`src/design/aarch64_table_walk_translate_unit_assert.svh`:
```
// ----------------------------------------------------------------------------
// Assertion macros for the table walk translate unit
// Concurrent checks that compile away when SYNTHESIS is defined.
// ----------------------------------------------------------------------------
`ifndef AARCH64_TABLE_WALK_TRANSLATE_UNIT_ASSERT_SVH
`define AARCH64_TABLE_WALK_TRANSLATE_UNIT_ASSERT_SVH

`ifndef SYNTHESIS

// cond must never hold
`define ATWT_ASSERT_NEVER(label, clk, rst, cond, msg) \
   label: assert property (@(posedge clk) disable iff (rst) !(cond)) else $error(msg);

// ante implies cons in the same cycle
`define ATWT_ASSERT_IMPLY(label, clk, rst, ante, cons, msg) \
   label: assert property (@(posedge clk) disable iff (rst) (ante) |-> (cons)) \
      else $error(msg);

// ante implies cons in the next cycle
`define ATWT_ASSERT_NEXT(label, clk, rst, ante, cons, msg) \
   label: assert property (@(posedge clk) disable iff (rst) (ante) |=> (cons)) \
      else $error(msg);

`else

`define ATWT_ASSERT_NEVER(label, clk, rst, cond, msg)
`define ATWT_ASSERT_IMPLY(label, clk, rst, ante, cons, msg)
`define ATWT_ASSERT_NEXT(label, clk, rst, ante, cons, msg)

`endif

`endif

```
`src/design/atwt_pkg.sv`:
```
// ----------------------------------------------------------------------------
// atwt_pkg
// Types and constants shared by the table walk translate unit.
// ----------------------------------------------------------------------------
`default_nettype none

package atwt_pkg;

   localparam int ADDR_W  = 64;
   localparam int PERMS_W = 6;
   localparam int FAULT_W = 2;
   localparam int LEVEL_W = 2;
   localparam int CSR_IDX_W = 2;

   // input beat function
   localparam logic FUNC_REQUEST    = 1'b0;
   localparam logic FUNC_DESCRIPTOR = 1'b1;

   // result kind
   localparam logic KIND_READ = 1'b0;
   localparam logic KIND_DONE = 1'b1;

   // fault codes
   localparam logic [FAULT_W-1:0] FAULT_NONE  = 2'd0;
   localparam logic [FAULT_W-1:0] FAULT_READ  = 2'd1;
   localparam logic [FAULT_W-1:0] FAULT_WRITE = 2'd2;
   localparam logic [FAULT_W-1:0] FAULT_FETCH = 2'd3;

   // descriptor type field
   localparam logic [1:0] DESC_BLOCK = 2'd1;
   localparam logic [1:0] DESC_TABLE = 2'd3;

   // permission groups
   localparam logic [PERMS_W-1:0] PERM_READ  = 6'h03;
   localparam logic [PERMS_W-1:0] PERM_WRITE = 6'h0c;
   localparam logic [PERMS_W-1:0] PERM_FETCH = 6'h30;

   localparam logic [LEVEL_W-1:0] LEVEL_FIRST = 2'd0;
   localparam logic [LEVEL_W-1:0] LEVEL_LAST  = 2'd2;

   localparam logic [ADDR_W-1:0] VA_HALF_SPLIT = 64'h0000_8000_0000_0000;

   // configuration register indexes
   localparam logic [CSR_IDX_W-1:0] CSR_TRANSLATE_ENABLE = 2'd0;
   localparam logic [CSR_IDX_W-1:0] CSR_LOW_TABLE_BASE   = 2'd1;
   localparam logic [CSR_IDX_W-1:0] CSR_HIGH_TABLE_BASE  = 2'd2;

   localparam int QUEUE_DEPTH = 2;
   localparam int QUEUE_CNT_W = 2;

   typedef struct packed {
      logic                translate_enable;
      logic [ADDR_W-1:0]   low_table_base;
      logic [ADDR_W-1:0]   high_table_base;
   } atwt_cfg_type;

   typedef struct packed {
      logic                busy;
      logic [LEVEL_W-1:0]  level;
      logic [ADDR_W-1:0]   vaddr;
      logic [PERMS_W-1:0]  perms;
   } atwt_walk_type;

   typedef struct packed {
      logic                kind;
      logic [ADDR_W-1:0]   read_addr;
      logic [ADDR_W-1:0]   phys_addr;
      logic [PERMS_W-1:0]  granted_perms;
      logic [FAULT_W-1:0]  fault_code;
      logic                resolved;
   } atwt_rsp_type;

endpackage

`default_nettype wire

```
`src/design/aarch64_table_walk_translate_unit.sv`:
```
// ----------------------------------------------------------------------------
// aarch64_table_walk_translate_unit
// Virtual address translation by a 4 KiB granule table walk ending in
// 2 MiB blocks; issues descriptor reads and takes returned descriptors.
// ----------------------------------------------------------------------------
//
//   channel  direction  handshake            payload
//   req      in         req_valid/req_stall  func, virt_addr, want_perms, descriptor
//   rsp      out        rsp_valid/rsp_stall  kind, read_addr, phys_addr, granted_perms,
//                                            fault_code, resolved
//   csr      in         csr_write_enable     csr_index, csr_write_data
//
// One beat a cycle on req while req_stall is low; the step is decoded in the cycle of acceptance and its
// result reaches rsp from the result register.
// The result register plus one skid entry hold up to two results; req_stall rises
// only when both are occupied.
// Reset clears the walk busy flag and level, the configuration registers and empties the result queue.
// ----------------------------------------------------------------------------
`default_nettype none

`include "aarch64_table_walk_translate_unit_assert.svh"

module aarch64_table_walk_translate_unit (
   input  wire logic                          clock,
   input  wire logic                          reset,
   input  wire logic                          req_valid,
   output logic                               req_stall,
   input  wire logic                          req_func,
   input  wire logic [atwt_pkg::ADDR_W-1:0]    req_virt_addr,
   input  wire logic [atwt_pkg::PERMS_W-1:0]   req_want_perms,
   input  wire logic [atwt_pkg::ADDR_W-1:0]    req_descriptor,
   output logic                               rsp_valid,
   input  wire logic                          rsp_stall,
   output logic                               rsp_kind,
   output logic [atwt_pkg::ADDR_W-1:0]         rsp_read_addr,
   output logic [atwt_pkg::ADDR_W-1:0]         rsp_phys_addr,
   output logic [atwt_pkg::PERMS_W-1:0]        rsp_granted_perms,
   output logic [atwt_pkg::FAULT_W-1:0]        rsp_fault_code,
   output logic                               rsp_resolved,
   input  wire logic                          csr_write_enable,
   input  wire logic [atwt_pkg::CSR_IDX_W-1:0] csr_index,
   input  wire logic [atwt_pkg::ADDR_W-1:0]    csr_write_data
);

   atwt_pkg::atwt_cfg_type  cfg_ff, cfg_in;
   atwt_pkg::atwt_walk_type walk_ff, walk_in, step_walk;
   atwt_pkg::atwt_rsp_type  step_rsp, out_rsp;
   logic step_valid;
   logic accept;
   logic queue_full;

   assign accept    = req_valid && !req_stall;
   assign req_stall = queue_full;

   atwt_step u_step (
      .func         (req_func),
      .virt_addr    (req_virt_addr),
      .want_perms   (req_want_perms),
      .descriptor   (req_descriptor),
      .cfg          (cfg_ff),
      .walk         (walk_ff),
      .result_valid (step_valid),
      .result       (step_rsp),
      .walk_next    (step_walk)
   );

   atwt_rsp_queue u_queue (
      .clock     (clock),
      .reset     (reset),
      .push      (accept && step_valid),
      .push_data (step_rsp),
      .full      (queue_full),
      .rsp_valid (rsp_valid),
      .rsp_stall (rsp_stall),
      .rsp_data  (out_rsp)
   );

   assign rsp_kind          = out_rsp.kind;
   assign rsp_read_addr     = out_rsp.read_addr;
   assign rsp_phys_addr     = out_rsp.phys_addr;
   assign rsp_granted_perms = out_rsp.granted_perms;
   assign rsp_fault_code    = out_rsp.fault_code;
   assign rsp_resolved      = out_rsp.resolved;

   always_comb begin
      cfg_in = cfg_ff;
      if (csr_write_enable) begin
         unique case (csr_index)
            atwt_pkg::CSR_TRANSLATE_ENABLE: cfg_in.translate_enable = csr_write_data[0];
            atwt_pkg::CSR_LOW_TABLE_BASE:   cfg_in.low_table_base   = csr_write_data;
            atwt_pkg::CSR_HIGH_TABLE_BASE:  cfg_in.high_table_base  = csr_write_data;
            default:                        cfg_in                  = cfg_ff;
         endcase
      end
   end

   // hold walk state unless a beat is taken
   assign walk_in = accept ? step_walk : walk_ff;

   always_ff @(posedge clock) begin
      if (reset) begin
         cfg_ff        <= '0;
         walk_ff.busy  <= 1'b0;
         walk_ff.level <= atwt_pkg::LEVEL_FIRST;
      end else begin
         cfg_ff        <= cfg_in;
         walk_ff.busy  <= walk_in.busy;
         walk_ff.level <= walk_in.level;
      end
      walk_ff.vaddr <= walk_in.vaddr;
      walk_ff.perms <= walk_in.perms;
   end

   `ATWT_ASSERT_IMPLY(a_level_range, clock, reset, walk_ff.busy, walk_ff.level <= atwt_pkg::LEVEL_LAST, "walk level out of range")
   `ATWT_ASSERT_NEXT(a_last_level_ends, clock, reset, accept && req_func == atwt_pkg::FUNC_DESCRIPTOR && walk_ff.busy && walk_ff.level == atwt_pkg::LEVEL_LAST, !walk_ff.busy, "walk continues past last level")
   `ATWT_ASSERT_NEXT(a_bypass_idle, clock, reset, accept && req_func == atwt_pkg::FUNC_REQUEST && !cfg_ff.translate_enable, !walk_ff.busy, "walk started while disabled")
   `ATWT_ASSERT_IMPLY(a_idle_desc_silent, clock, reset, accept && req_func == atwt_pkg::FUNC_DESCRIPTOR && !walk_ff.busy, !step_valid, "result from idle descriptor")

endmodule

`default_nettype wire

```
`src/design/atwt_step.sv`:
```
// ----------------------------------------------------------------------------
// atwt_step
// One walk step: decodes a request or a returned descriptor against the
// current walk state and gives the result and the next walk state.
// ----------------------------------------------------------------------------
`default_nettype none

module atwt_step (
   input  wire logic                        func,
   input  wire logic [atwt_pkg::ADDR_W-1:0]  virt_addr,
   input  wire logic [atwt_pkg::PERMS_W-1:0] want_perms,
   input  wire logic [atwt_pkg::ADDR_W-1:0]  descriptor,
   input  wire atwt_pkg::atwt_cfg_type       cfg,
   input  wire atwt_pkg::atwt_walk_type      walk,
   output logic                              result_valid,
   output atwt_pkg::atwt_rsp_type            result,
   output atwt_pkg::atwt_walk_type           walk_next
);

   // table index of va at a level: bits 47:39, 38:30, 29:21
   function automatic logic [8:0] level_index(
      input logic [atwt_pkg::ADDR_W-1:0]  va,
      input logic [atwt_pkg::LEVEL_W-1:0] level
   );
      logic [8:0] idx;
      case (level)
         2'd0:    idx = va[47:39];
         2'd1:    idx = va[38:30];
         default: idx = va[29:21];
      endcase
      return idx;
   endfunction

   logic [atwt_pkg::ADDR_W-1:0]  base;
   logic [1:0]                   desc_type;
   logic [atwt_pkg::LEVEL_W-1:0] level_inc;

   assign desc_type = descriptor[1:0];
   assign level_inc = atwt_pkg::LEVEL_W'(walk.level + 2'd1);
   assign base      = (virt_addr < atwt_pkg::VA_HALF_SPLIT) ? cfg.low_table_base
                                                             : cfg.high_table_base;

   always_comb begin
      result_valid = 1'b0;
      result       = '0;
      walk_next    = walk;
      if (func == atwt_pkg::FUNC_REQUEST) begin
         // a request abandons any running walk
         result_valid   = 1'b1;
         walk_next.busy = 1'b0;
         if (!cfg.translate_enable) begin
            result.kind          = atwt_pkg::KIND_DONE;
            result.phys_addr     = virt_addr;
            result.granted_perms = want_perms;
            result.resolved      = 1'b1;
         end else begin
            walk_next.busy   = 1'b1;
            walk_next.level  = atwt_pkg::LEVEL_FIRST;
            walk_next.vaddr  = virt_addr;
            walk_next.perms  = want_perms;
            result.kind      = atwt_pkg::KIND_READ;
            result.read_addr = {base[63:12],
                                level_index(virt_addr, atwt_pkg::LEVEL_FIRST), 3'b000};
         end
      end else if (walk.busy) begin
         result_valid = 1'b1;
         if (walk.level >= atwt_pkg::LEVEL_LAST) begin
            walk_next.busy = 1'b0;
            result.kind    = atwt_pkg::KIND_DONE;
            if (desc_type == atwt_pkg::DESC_BLOCK) begin
               result.phys_addr     = {16'h0000, descriptor[47:12], 12'h000}
                                    | {43'h0, walk.vaddr[20:0]};
               result.granted_perms = walk.perms;
               result.resolved      = 1'b1;
            end
         end else if (desc_type == atwt_pkg::DESC_TABLE) begin
            walk_next.level  = level_inc;
            result.kind      = atwt_pkg::KIND_READ;
            result.read_addr = {16'h0000, descriptor[47:12],
                                level_index(walk.vaddr, level_inc), 3'b000};
         end else begin
            // block too early or invalid entry: walk ends either way
            walk_next.busy = 1'b0;
            result.kind    = atwt_pkg::KIND_DONE;
            if (desc_type != atwt_pkg::DESC_BLOCK) begin
               if ((walk.perms & atwt_pkg::PERM_WRITE) != '0) begin
                  result.fault_code = atwt_pkg::FAULT_WRITE;
                  result.resolved   = 1'b1;
               end else if ((walk.perms & atwt_pkg::PERM_READ) != '0) begin
                  result.fault_code = atwt_pkg::FAULT_READ;
                  result.resolved   = 1'b1;
               end else if ((walk.perms & atwt_pkg::PERM_FETCH) != '0) begin
                  result.fault_code = atwt_pkg::FAULT_FETCH;
                  result.resolved   = 1'b1;
               end
            end
         end
      end
   end

endmodule

`default_nettype wire

```
`src/design/atwt_rsp_queue.sv`:
```
// ----------------------------------------------------------------------------
// atwt_rsp_queue
// Result register with one skid entry; parts the request side from the
// response side so a new beat is taken while a result waits.
// ----------------------------------------------------------------------------
`default_nettype none

`include "aarch64_table_walk_translate_unit_assert.svh"

module atwt_rsp_queue (
   input  wire logic                   clock,
   input  wire logic                   reset,
   input  wire logic                   push,
   input  wire atwt_pkg::atwt_rsp_type push_data,
   output logic                        full,
   output logic                        rsp_valid,
   input  wire logic                   rsp_stall,
   output atwt_pkg::atwt_rsp_type      rsp_data
);

   localparam logic [atwt_pkg::QUEUE_CNT_W-1:0] CNT_FULL =
      atwt_pkg::QUEUE_CNT_W'(atwt_pkg::QUEUE_DEPTH);

   atwt_pkg::atwt_rsp_type head_ff, head_in;
   atwt_pkg::atwt_rsp_type skid_ff, skid_in;
   logic [atwt_pkg::QUEUE_CNT_W-1:0] count_ff, count_in;
   logic pop;

   assign rsp_valid = (count_ff != '0);
   assign rsp_data  = head_ff;
   assign full      = (count_ff == CNT_FULL);
   assign pop       = rsp_valid && !rsp_stall;

   always_comb begin
      head_in  = head_ff;
      skid_in  = skid_ff;
      count_in = count_ff;
      if (count_ff == CNT_FULL) begin
         // advance skid into head
         if (pop) begin
            head_in  = skid_ff;
            count_in = 2'd1;
         end
      end else if (count_ff == 2'd1) begin
         if (push && pop) begin
            head_in = push_data;
         end else if (push) begin
            skid_in  = push_data;
            count_in = CNT_FULL;
         end else if (pop) begin
            count_in = 2'd0;
         end
      end else if (push) begin
         head_in  = push_data;
         count_in = 2'd1;
      end
   end

   always_ff @(posedge clock) begin
      if (reset) begin
         count_ff <= '0;
      end else begin
         count_ff <= count_in;
      end
      head_ff <= head_in;
      skid_ff <= skid_in;
   end

   `ATWT_ASSERT_NEVER(a_count_range, clock, reset, count_ff > CNT_FULL, "queue overfilled")
   `ATWT_ASSERT_NEVER(a_push_full, clock, reset, push && full, "push into full queue")
   `ATWT_ASSERT_NEXT(a_pop_drains, clock, reset, pop && !push, count_ff == $past(count_ff) - 2'd1, "pop lost")

endmodule

`default_nettype wire

```
`config.mk`:
```
export PLATFORM = sky130hd
export DESIGN_NAME = aarch64_table_walk_translate_unit
export DESIGN_NICKNAME = d
export VERILOG_FILES = /design/src/design/atwt_pkg.sv /design/src/design/aarch64_table_walk_translate_unit.sv /design/src/design/atwt_step.sv /design/src/design/atwt_rsp_queue.sv
export VERILOG_INCLUDE_DIRS = /design/src /design/src/design
export SDC_FILE = /design/constraint.sdc
export NUM_CORES = 1
export LEC_CHECK = 0
export ABC_AREA = 1
export BUFFER_PORTS_ARGS = -buffer_cell sky130_fd_sc_hd__buf_2
export CORE_UTILIZATION = 53
export DETAILED_ROUTE_END_ITERATION = 12
export GPL_TIMING_DRIVEN = 0
export PLACE_DENSITY = 0.77
export SETUP_SLACK_MARGIN = 0.3
export SYNTH_ARGS = -nofsm -noshare
export SYNTH_HDL_FRONTEND = slang
export SYNTH_SLANG_ARGS = --single-unit
```
`constraint.sdc`:
```
create_clock -name clock -period 10 [get_ports clock]
set_input_delay 1.5 -clock clock [delete_from_list [all_inputs] [get_ports clock]]
set_output_delay 1.5 -clock clock [all_outputs]
set_load 0.01 [all_outputs]
```
==> summary.md, run 1 <==
| Metric | Value |
|---|---|
| CTS max path bufs | `3` |
| Largest net degree at the start of global routing | `33` |
| CP arrival | `3.92 ns` |
| Vias in the first global route | `13500` |
| Vias | `14500` |
| Drt first pass iters | `8` |
| CTS Root Cell | `clkbuf_16` |
| IR drop worst, VDD | `0.109 mV` |
| Residual DRC count | `0` |
| CP endpoint kind | `register` |
| CP peak stage delay | `between 0.6 and 0.7 ns` |
| Commonest non-fill, non-tap cell in the layout | `nand2_1` |
| Post-Synthesis Cells | `1792` |
| Critical Path RT | `10.29 ns` |
| Worst Tran Pin Value | `0.958 ns` |
| Wire per inst | `19.0 um` |
| Register area share after synthesis | `66.4%` |
| Final Core Density | `65.0%` |
| Mapped Area | `18000 um2` |
| Vias per cell | `5.47` |
| Slowest stage cell, crit path | `clkbuf_1` |
| H-tree lvl count | `2` |
| NumNets Final | `2369` |
| Synth warnings | `0` |
| Post-DRT Antenna Nets | `0` |
| CTS tree | `built` |
| Area Overhead vs Synth | `21.0%` |
| Yosys reg bits | `434` |
| Relative slew slack | `36.1%` |
| Die area | `~35000 um2` |
| Iteration-0 DRC Markers | `1473` |
| Total Routing Usage GR | `28.7%` |
| Critical path cell sequence | `inv_1 > ha_1 > inv_2 > clkbuf_1 > clkbuf_1 > a31oi_4 > buf_12 > buf_12` |
| Commonest cells after routing, fill and taps aside | `508 x nand2_1, 339 x buf_2, 324 x edfxtp_1` |
| Period utilisation layout | `36.3%` |
| Core Footprint | `33400 um2` |
| Crit path max fanout | `30` |
| Final worst slack | `approximately 6.4 ns` |
| Final hold viol count | `0` |
| First-pass GRT wire length | `approximately 75000 um` |
| Initial antenna violation count | `10` |
| Status | `finished clean` |
| Maximum clock frequency | `275 MHz` |
| Die height | `186 um` |
| Post-Place Worst Slack | `6.12 ns` |
| Netlist cell types | `35` |
| Die width | `186 um` |
| Max-Cap Viols | `0` |
| Post_cts resized | `0` |
| Critical Setup Path Class | `reg -> reg` |
| PwrDens | `184 nW/um2` |
| RSZ-0062 raised after global routing | `no` |
| Final Max Tran Viols | `0` |
| Worst-Skew Late Latency | `0.55 ns` |
| Hold bufs inserted after CTS | `0` |
| Crit-path leading delay family | `buffers and inverters` |
| Worst-path clk slew | `0.07 ns` |
| # setup viols final | `0` |
| Mean Syn Cell Area | `~10 um2` |
| Cts bufs inserted | `44` |
| FP Rows | `67` |
| Filler cells | `2651` |
| Max Clock Skew | `roughly 0.015 ns` |
| Worst path bufs/invs | `6` |
| Crit path time final | `3.63 ns` |
| Final GP Congestion | `0.906` |
| Ports | `346` |
| IO buf count | `305` |
| Grt ovf | `0` |
| Share of layout cells above drive strength 1 | `between 20% and 30%` |
| Hold Crit Class | `reg -> reg` |
| Leak pwr | `9.39 nW` |
| DP Wirelength | `35900 um` |
| Startpoint Class | `register` |
| Setup bufs post-CTS | `0` |
| Total wire length | `50300 um` |
| Clk sink count | `434` |
| Initial Utilization | `53.8%` |
==> metrics by stage <==
| stage | cells | TNS (ns) | area (um2) | total power [mW] | hold slack [ns] |
|---|---|---|---|---|---|
| after detailed placement | 2558 | 0 | 20400 | 2.46 | 0.444 |
| after global routing | 2640 | 0 | 21700 | 4.13 | 0.468 |
| after floorplan | 1794 | 0 | 18000 | 2.30 | 0.430 |
| after CTS | 2638 | 0 | 21700 | 4.01 | 0.453 |
| after global placement | 2547 | -540.09 | 20100 | 2.47 | 0.438 |
| final | 2649 | 0 | 21800 | 4.00 | 0.451 |
==> worst register-to-register path: stages (launching register included) <==
cell,delay [ns]
dfxtp_1,0.38
inv_1,0.08
ha_1,0.30
inv_2,0.23
clkbuf_1,0.61
clkbuf_1,0.66
a31oi_4,0.56
buf_12,0.36
buf_12,0.19
==> report_power, final <==
| part | switching (mW) | internal [mW] |
|---|---|---|
| combinational | 0.238 | 0.125 |
| sequential | 0.0270 | 2.04 |
| clock | 0.674 | 0.896 |
==> area by class of cell <==
type / count / area [um2] / share of cell area (%)
Sequential cell: 434 / 11900 / 54.8
Multi-Input combinational cell: 1097 / 5020 / 23.1
Timing Repair Buffer: 316 / 1780 / 8.20
Clock buffer: 59 / 1240 / 5.70
Inverter: 155 / 582 / 2.67
Tap cell: 448 / 561 / 2.58
Buffer: 108 / 479 / 2.20
Clock inverter: 21 / 126 / 0.581
Antenna cell: 11 / 27.5 / 0.127
==> metal layers <==
layer / wire [um] / vias up / global-route usage, %
li1: - / 6781 / -
met1: 20300 / 6822 / 38.4
met2: 23700 / 755 / 46.5
met3: 4520 / 112 / 5.51
met4: 1710 / 8 / 11.0
met5: 55 / - / 0
==> state kept, by name, summed over array words and instances, names as in the netlist <==
register	flops
u_queue.rsp_data	135
u_queue.skid_ff	135
cfg_ff	105
walk_ff	57
u_queue.count_ff	2
==> cell usage after synthesis, drive strengths merged <==
| cell type | number | area [um2] |
|---|---|---|
| nand3b | 16 | 120 |
| a21oi | 92 | 460 |
| a32o | 2 | 20.0 |
| buf | 48 | 253 |
| conb | 1 | 3.75 |
| o22ai | 1 | 6.26 |
| o21ai | 155 | 825 |
| nor3 | 5 | 36.3 |
| and3 | 1 | 6.26 |
| ha | 7 | 87.6 |
| nand2 | 511 | 1930 |
| clkinv | 2 | 7.51 |
| nor4 | 1 | 6.26 |
| o31ai | 1 | 7.51 |
| dfxtp | 110 | 2200 |
| inv | 153 | 574 |
| edfxtp | 324 | 9730 |
| a211oi | 1 | 7.51 |
| a31oi | 33 | 206 |
| nand3 | 147 | 736 |
| nor2 | 112 | 460 |
| o211ai | 9 | 67.6 |
| clkbuf | 60 | 226 |
==> cell families (layout without fill, tap and decap cells) <==
family | count (synthesis) | count (layout) | synth area share (%)
other | 1 | 14 | 0.0209
adders and majority gates | 7 | 7 | 0.487
DFF | 434 | 434 | 66.4
AOI/OAI and AO/OA | 294 | 294 | 8.90
buffers and inverters | 263 | 659 | 5.90
and+or+nand+nor | 793 | 793 | 18.3
==> final timing paths <==
kind                                    startpoint                              to  slack (ns)  cells after the start
setup / recovery  u_queue.count_ff[0]$_SDFFE_PP0P_  u_queue.rsp_data[54]$_DFFE_PP_        6.37                      8
hold / removal             cfg_ff[79]$_SDFFE_PP0P_         cfg_ff[79]$_SDFFE_PP0P_        0.45                      2
setup reg to reg  u_queue.count_ff[0]$_SDFFE_PP0P_  u_queue.rsp_data[54]$_DFFE_PP_        6.37                      8
hold reg to reg            cfg_ff[79]$_SDFFE_PP0P_         cfg_ff[79]$_SDFFE_PP0P_        0.45                      2
Note: power is estimated with default switching activity, not from simulation.
==> run 2: changes to the inputs <==
--- a/config.mk
+++ b/config.mk
@@ -8,10 +8,10 @@
 export LEC_CHECK = 0
 export ABC_AREA = 1
 export BUFFER_PORTS_ARGS = -buffer_cell sky130_fd_sc_hd__buf_2
-export CORE_UTILIZATION = 53
+export CORE_UTILIZATION = 50
 export DETAILED_ROUTE_END_ITERATION = 12
 export GPL_TIMING_DRIVEN = 0
-export PLACE_DENSITY = 0.77
+export PLACE_DENSITY = 0.76
 export SETUP_SLACK_MARGIN = 0.3
 export SYNTH_ARGS = -nofsm -noshare
 export SYNTH_HDL_FRONTEND = slang
==> constraint.sdc (replaced) <==
create_clock -name clock -period 3.05 [get_ports clock]
set_input_delay 0.4575 -clock clock [delete_from_list [all_inputs] [get_ports clock]]
set_output_delay 0.4575 -clock clock [all_outputs]
set_load 0.01 [all_outputs]
==> run 2 against run 1 <==
Net effect: combinational power increased to 3.3 times the previous value; non-clock buffer count increased by 3; critical endpoint is now u_queue.skid_ff[100]$_DFFE_PP_; critical path type unchanged; sequential cell count unchanged; clock skew fell by 0.0034 ns.
==> summary.md, run 2 (synthesized netlist as in run 1, its figures left out) <==
| Metric | Value |
|---|---|
| Reg power frac | `50.8% (was 51.7%)` |
| CP endpoint kind | `register (unchanged)` |
| Worst path bufs/invs | `4 (was 6)` |
| Final setup TNS | `0 ns (unchanged)` |
| Maximum clock frequency | `405 MHz (was 275 MHz)` |
| Hold_sp | `req_virt_addr[3] (was cfg_ff[79]$_SDFFE_PP0P_)` |
| First-pass GRT wire length | `74100 um (was 74700 um)` |
| Vias per cell | `5.38 (was 5.47)` |
| Initial antenna violation count | `12 (was 10)` |
| Share of layout cells above drive strength 1 | `21.3% (was 20.6%)` |
| Critical path cell sequence | `inv_2 > ha_4 > inv_6 > nand2_4 > nor2_4 > nand2_2 > nor2_4 > buf_16 > buf_12 (was inv_1 > ha_1 > inv_2 > clkbuf_1 > clkbuf_1 > a31oi_4 > buf_12 > buf_12)` |
| Sw power | `3.09 mW (was 939 uW)` |
| Max-Cap Viols | `0 (unchanged)` |
| Worst Tran Pin Value | `0.818 ns (was 0.958 ns)` |
| IO buf count | `305 (unchanged)` |
| Slowest stage cell, crit path | `nor2_4 (was clkbuf_1)` |
| Status | `finished clean (unchanged)` |
| Wire per inst | `18.8 um (was 19.0 um)` |
| CP arrival | `2.71 ns (was 3.92 ns)` |
| Clk sink count | `434 (unchanged)` |
| Post-route cell area | `21900 um2 (was 21800 um2)` |
| H-tree lvl count | `2 (unchanged)` |
| DP Wirelength | `36900 um (was 35900 um)` |
| CTS Root Cell | `clkbuf_16 (unchanged)` |
| CTS tree | `built (unchanged)` |
| Hold Crit Class | `in -> reg (was reg -> reg)` |
| # setup viols final | `0 (unchanged)` |
| Die width | `192 um (was 186 um)` |
| Crit path time final | `2.47 ns (was 3.63 ns)` |
| RSZ-0062 raised after global routing | `no (unchanged)` |
| Most common cell on crit path | `nor2_4` |
| RR Startpoint | `u_queue.count_ff[0]$_SDFFE_PP0P_ (unchanged)` |
| Vias | `14300 (was 14500)` |
| Final hold viol count | `0 (unchanged)` |
| P_int | `10.3 mW (was 3.06 mW)` |
| Post-Place Worst Slack | `0.382 ns (was 6.12 ns)` |
| Gate power share | `9.0% (was 9.1%)` |
| Net Sw Frac | `23.2% (was 23.5%)` |
| Die area | `36700 um2 (was 34700 um2)` |
| IR drop worst, VDD | `0.382 mV (was 0.109 mV)` |
| Final GP Congestion | `0.893 (was 0.906)` |
| Total Routing Usage GR | `26.7% (was 28.7%)` |
| Cts bufs inserted | `43 (was 44)` |
| NumNets Final | `2371 (was 2369)` |
| Period utilisation layout | `80.9% (was 36.3%)` |
| Placed inst area | `20400 um2 (about the same)` |
| Relative slew slack | `45.3% (was 36.1%)` |
| Crit path max fanout | `27 (was 30)` |
| Residual DRC count | `0 (unchanged)` |
| Worst-path clk slew | `0.06 ns (was 0.07 ns)` |
| PwrDens | `609 nW/um2 (was 184 nW/um2)` |
| Commonest cells after routing, fill and taps aside | `506 x nand2_1, 339 x buf_2, 324 x edfxtp_1 (was 508 x nand2_1, 339 x buf_2, 324 x edfxtp_1)` |
| Post-DRT Antenna Nets | `0 (unchanged)` |
| Leak pwr | `9.45 nW (was 9.39 nW)` |
| Startpoint Class | `register (unchanged)` |
| Ports | `346 (unchanged)` |
| Commonest non-fill, non-tap cell in the layout | `nand2_1 (unchanged)` |
| Final worst slack | `0.582 ns (was 6.37 ns)` |
| Vias in the first global route | `13300 (was 13500)` |
| Total wire length | `50100 um (was 50300 um)` |
| CTS max path bufs | `3 (unchanged)` |
| Area Overhead vs Synth | `21.9% (was 21.0%)` |
| Initial Utilization | `50.7% (was 53.8%)` |
| Worst-Skew Late Latency | `0.55 ns (about the same)` |
| Hold bufs inserted after CTS | `0 (unchanged)` |
| Crit. Startpoint | `u_queue.count_ff[0]$_SDFFE_PP0P_ (unchanged)` |
| Iteration-0 DRC Markers | `1135 (was 1473)` |
| Grt ovf | `0 (unchanged)` |
| Crit-path leading delay family | `simple AND/OR/NAND/NOR gates (was buffers and inverters)` |
| Post_cts resized | `0 (unchanged)` |
| Critical Path RT | `3.29 ns (was 10.29 ns)` |
| Die height | `192 um (was 186 um)` |
| Final Core Density | `61.7% (was 65.0%)` |
| FP Rows | `69 (was 67)` |
| Max Clock Skew | `0.0120 ns (was 0.0154 ns)` |
| Clk pwr share | `40.1% (was 39.2%)` |
| Final Max Tran Viols | `0 (unchanged)` |
| Setup bufs post-CTS | `0 (unchanged)` |
| Drt first pass iters | `5 (was 8)` |
| Critical Setup Path Class | `reg -> reg (unchanged)` |
| CP peak stage delay | `0.59 ns (was 0.65 ns)` |
| Largest net degree at the start of global routing | `33 (unchanged)` |
| Core Footprint | `35500 um2 (was 33400 um2)` |
[run 2: metrics by stage]
| stage | power [mW] | hold slack [ns] | cells |
|---|---|---|---|
| global placement | 8.03 | 0.438 | 2560 |
| finish | 13.3 | 0.106 | 2664 |
| global route | 13.7 | 0.0902 | 2660 |
| CTS | 13.4 | 0.0885 | 2651 |
| detailed placement | 8.09 | 0.443 | 2571 |
| floorplan | 7.50 | 0.430 | 1794 |
[run 2: layout make-up]
class	instances	area [um2]
diodes	10	25.0
plain buffers	108	499
clock buffers	54	1130
clock inverters	26	287
fillers	2919	13600
inverters	155	587
multi-input cells	1097	5070
flip-flops and latches	434	11900
well taps	461	577
repair buffers	319	1810
[run 2: routing by layer]
layer,routed length (um),track usage [%]
met4,2110,11.0
met5,37,0
met2,23500,43.6
met1,20200,34.9
met3,4210,4.95
[run 2: final timing paths]
kind	end	slack, ns	depth (start not counted)
worst min register to register	cfg_ff[45]$_SDFFE_PP0P_	0.45	2
worst min-delay path	walk_ff[9]$_DFFE_PP_	0.11	1
worst max-delay path	u_queue.skid_ff[100]$_DFFE_PP_	0.58	9
worst max register to register	u_queue.skid_ff[100]$_DFFE_PP_	0.58	9
[run 2: worst reg2reg max path, delay by kind of cell (launching register included)]
kind | cells | cell delay, ns
adders and majority gates | 1 | 0.20
buffers and inverters | 4 | 0.66
DFF | 1 | 0.36
and+or+nand+nor | 4 | 0.92
[run 2: power by group through the flow]
stage               clock network [mW]  registers, mW  logic, mW
floorplan                            0           7.02      0.487
global placement                     0           6.94       1.09
detailed placement                   0           6.91       1.18
CTS                               5.41           6.78       1.19
global route                      5.62           6.81       1.31
finish                            5.36           6.78       1.20
==> run 3: changes to the inputs <==
--- a/config.mk
+++ b/config.mk
@@ -6,9 +6,9 @@
 export SDC_FILE = /design/constraint.sdc
 export NUM_CORES = 1
 export LEC_CHECK = 0
-export ABC_AREA = 1
+export ABC_AREA = 0
 export BUFFER_PORTS_ARGS = -buffer_cell sky130_fd_sc_hd__buf_2
-export CORE_UTILIZATION = 50
+export CORE_UTILIZATION = 53
 export DETAILED_ROUTE_END_ITERATION = 12
 export GPL_TIMING_DRIVEN = 0
 export PLACE_DENSITY = 0.76
==> constraint.sdc (replaced) <==
create_clock -name clock -period 2.5 [get_ports clock]
set_input_delay 0.375 -clock clock [delete_from_list [all_inputs] [get_ports clock]]
set_output_delay 0.375 -clock clock [all_outputs]
set_load 0.01 [all_outputs]
==> run 3 against run 2 <==
Net effect: critical endpoint is now u_queue.skid_ff[52]$_DFFE_PP_; worst hold slack worse by 0.086 ns; global-route usage up 3.6 points; design area up 7.1%; setup slack worse by 0.29 ns; count of clock-buffer cells in the layout up 6; clock power up 23%; highest routed layer is now met4; synthesized area up 5.5%; die area down 0.49%; clock skew up 0.0012 ns; largest power group unchanged; maximum frequency up 12%; combinational power up 28%; synthesized cell count down 6.0%.
==> summary.md, run 3 <==
| Metric | Value |
|---|---|
| Status | `finished clean (unchanged)` |
| Final Max Tran Viols | `0 (unchanged)` |
| Max-Cap Viols | `0 (unchanged)` |
| Worst-path clk slew | `0.06 ns (about the same)` |
| Worst path bufs/invs | `6 (was 4)` |
| Synth area leader | `edfxtp_1 (unchanged)` |
| CP peak stage delay | `0.36 ns (was 0.59 ns)` |
| Mux share of post-synthesis cell area | `5.09% (was 0%)` |
| Initial antenna violation count | `5 (was 12)` |
| Vias per cell | `5.88 (was 5.38)` |
| Final Core Density | `67.3% (was 61.7%)` |
| IR drop worst, VDD | `0.688 mV (was 0.382 mV)` |
| Filler cells | `2731 (was 2919)` |
| Initial Utilization | `54.4% (was 50.7%)` |
| Crit-path leading delay family | `buffers and inverters (was simple AND/OR/NAND/NOR gates)` |
| Total wire length | `56500 um (was 50100 um)` |
| IO buf count | `303 (was 305)` |
| Placed cells | `2454 (was 2571)` |
| Mapped Area | `19000 um2 (was 18000 um2)` |
| Leak pwr | `8.70 nW (was 9.45 nW)` |
| Post-synth EDFFs | `324 (unchanged)` |
| Slowest stage cell, crit path | `dfxtp_2 (was nor2_4)` |
| Final Non-Filler Cells | `2579 (was 2664)` |
| Mean Syn Cell Area | `11.3 um2 (was 10.0 um2)` |
| Critical Path RT | `2.76 ns (was 3.29 ns)` |
| FP Rows | `68 (was 69)` |
| Post-synth top area share | `51.3% (was 54.1%)` |
| Clk sink count | `434 (unchanged)` |
| Register area share after synthesis | `62.9% (was 66.4%)` |
| Die width | `191 um (was 192 um)` |
| H-tree lvl count | `2 (unchanged)` |
| Post-Synthesis Cells | `1685 (was 1792)` |
| Share of layout cells above drive strength 1 | `28.6% (was 21.3%)` |
| Netlist cell types | `46 (was 35)` |
| NumNets Final | `2294 (was 2371)` |
| Post-synthesis simple-gate area fraction | `14.9% (was 18.3%)` |
| CTS max path bufs | `3 (unchanged)` |
| PwrDens | `696 nW/um2 (was 609 nW/um2)` |
| Iteration-0 DRC Markers | `1508 (was 1135)` |
| Top FF cell, synth | `edfxtp_1 (unchanged)` |
| CP arrival | `2.47 ns (was 2.71 ns)` |
| Crit path max fanout | `21 (was 27)` |
| Yosys reg bits | `434 (unchanged)` |
| Area Overhead vs Synth | `23.8% (was 21.9%)` |
| Post-route cell area | `23500 um2 (was 21900 um2)` |
| Vias | `15200 (was 14300)` |
| Die area | `36500 um2 (was 36700 um2)` |
| Adder-cell share of the synthesized area | `0.462% (was 0.487%)` |
| Placed inst area | `21400 um2 (was 20400 um2)` |
| Final setup TNS | `0 ns (unchanged)` |
| Residual DRC count | `0 (unchanged)` |
| CP endpoint kind | `register (unchanged)` |
| Grt ovf | `0 (unchanged)` |
| Total Routing Usage GR | `30.3% (was 26.7%)` |
| Final GP Congestion | `0.905 (was 0.893)` |
| Startpoint Class | `register (unchanged)` |
| Maximum clock frequency | `452 MHz (was 405 MHz)` |
| Cts bufs inserted | `45 (was 43)` |
| Post-synth top cells | `329 x nand2_1, 324 x edfxtp_1, 176 x a21oi_1 (was 508 x nand2_1, 324 x edfxtp_1, 147 x nand3_1)` |
| Critical Setup Path Class | `reg -> reg (unchanged)` |
| Asr flop ratio synth | `0% (unchanged)` |
| Die height | `191 um (was 192 um)` |
| Hold Crit Class | `in -> reg (unchanged)` |
| Relative slew slack | `43.6% (was 45.3%)` |
| Crit path time final | `2.21 ns (was 2.47 ns)` |
| Commonest cells after routing, fill and taps aside | `329 x nand2_1, 326 x buf_2, 324 x edfxtp_1 (was 506 x nand2_1, 339 x buf_2, 324 x edfxtp_1)` |
| Largest net degree at the start of global routing | `34 (was 33)` |
| Critical path cell sequence | `inv_2 > ha_4 > clkbuf_8 > nand2b_4 > nor2_4 > nand3b_1 > buf_4 > clkinvlp_4 > buf_12 > bufbuf_16 (was inv_2 > ha_4 > inv_6 > nand2_4 > nor2_4 > nand2_2 > nor2_4 > buf_16 > buf_12)` |
| Ports | `346 (unchanged)` |
| Drt first pass iters | `5 (unchanged)` |
| CTS tree | `built (unchanged)` |
| Post-DRT Antenna Nets | `0 (unchanged)` |
| Worst-Skew Late Latency | `0.56 ns (was 0.55 ns)` |
| Main combinational cell family by area after synthesis | `simple AND/OR/NAND/NOR gates (unchanged)` |
| Synth area leaders | `edfxtp_1 51%, dfxtp_1 12%, nand2_1 6.5% (was edfxtp_1 54%, dfxtp_1 12%, nand2_1 11%)` |
| Top-count cell post-synth | `nand2_1 (unchanged)` |
| Final hold viol count | `0 (unchanged)` |
| Core Footprint | `34900 um2 (was 35500 um2)` |
| Synth Area in Compound Gates | `12.5% (was 8.90%)` |
| RSZ-0062 raised after global routing | `yes (was no)` |
| Commonest non-fill, non-tap cell in the layout | `nand2_1 (unchanged)` |
| Xor/xnor share of the synthesized area | `0% (unchanged)` |
| Wire per inst | `21.9 um (was 18.8 um)` |
| Vias in the first global route | `14600 (was 13300)` |
| Synth warnings | `0 (unchanged)` |
| # setup viols final | `0 (unchanged)` |
| CTS Root Cell | `clkbuf_16 (unchanged)` |
| DP Wirelength | `40500 um (was 36900 um)` |
| Worst Tran Pin Value | `0.844 ns (was 0.818 ns)` |
| First-pass GRT wire length | `83500 um (was 74100 um)` |
| Period utilisation layout | `88.5% (was 80.9%)` |
| Max Clock Skew | `0.0131 ns (was 0.0120 ns)` |
## run 3: layout make-up
type / count / area (um2) / area share [%]
multi-input cells: 1062 / 6440 / 27.4
repair buffers: 345 / 2160 / 9.20
well taps: 455 / 569 / 2.43
plain buffers: 150 / 729 / 3.11
clock inverters: 24 / 149 / 0.634
inverters: 42 / 161 / 0.688
diodes: 6 / 15.0 / 0.0640
flip-flops and latches: 434 / 11900 / 50.8
repair inverters: 1 / 7.51 / 0.0320
clock buffers: 60 / 1310 / 5.57
## run 3: worst paths after layout
kind / start / end / slack, ns / cells past startpoint
setup / recovery: u_queue.count_ff[0]$_SDFFE_PP0P_ / u_queue.skid_ff[52]$_DFFE_PP_ / 0.29 / 10
hold / removal: req_virt_addr[11] / walk_ff[17]$_DFFE_PP_ / 0.02 / 1
setup reg to reg: u_queue.count_ff[0]$_SDFFE_PP0P_ / u_queue.skid_ff[52]$_DFFE_PP_ / 0.29 / 10
hold reg to reg: cfg_ff[55]$_SDFFE_PP0P_ / cfg_ff[55]$_SDFFE_PP0P_ / 0.47 / 2
## run 3: metal layers
metal	up-vias	wire, um	track usage [%]
met5	-	0	0
met4	0	1950	12.3
met3	118	5010	4.94
met2	763	26800	48.5
met1	7245	22800	41.0
li1	7027	-	-
## run 3: logic make-up after synthesis
| logic type | count (synthesis) |
|---|---|
| other | 1 |
| DFF | 434 |
| muxes | 86 |
| AOI/OAI and AO/OA | 373 |
| and+or+nand+nor | 592 |
| buffers and inverters | 192 |
| adders and majority gates | 7 |
## run 3: timing repair
action                     CTS  global route
pin swaps                    2             1
gates resized for setup     33            46
hold buffers                11             0
setup buffers               11             4
hold endpoints to repair    11             0
gates cloned                 4             5
setup endpoints to repair  479           306
## run 3: per-stage QoR
stage | worst slack (ns) | hold WS, ns | total power, mW
2_1_floorplan | -1.30 | 0.445 | 9.05
3_3_place_gp | -2.37 | 0.455 | 9.69
3_5_place_dp | -0.759 | 0.459 | 9.76
4_1_cts | 0.0691 | 0.00228 | 16.3
5_1_grt | 0.255 | 0.0106 | 16.8
6_report | 0.287 | 0.0199 | 16.3
## run 3: report_power, final
| group | leakage (nW) | switching (mW) | internal [mW] | total (mW) |
|---|---|---|---|---|
| Combinational | 3.90 | 0.941 | 0.598 | 1.54 |
| Clock | 0.729 | 2.79 | 3.79 | 6.58 |
| Sequential | 4.07 | 0.120 | 8.10 | 8.22 |
## run 3: worst reg2reg max path, delay by kind of cell (launching register included)
family / cells / cell delay, ns
buffers and inverters: 6 / 0.99
adders and majority gates: 1 / 0.15
DFF: 1 / 0.36
and+or+nand+nor: 3 / 0.41
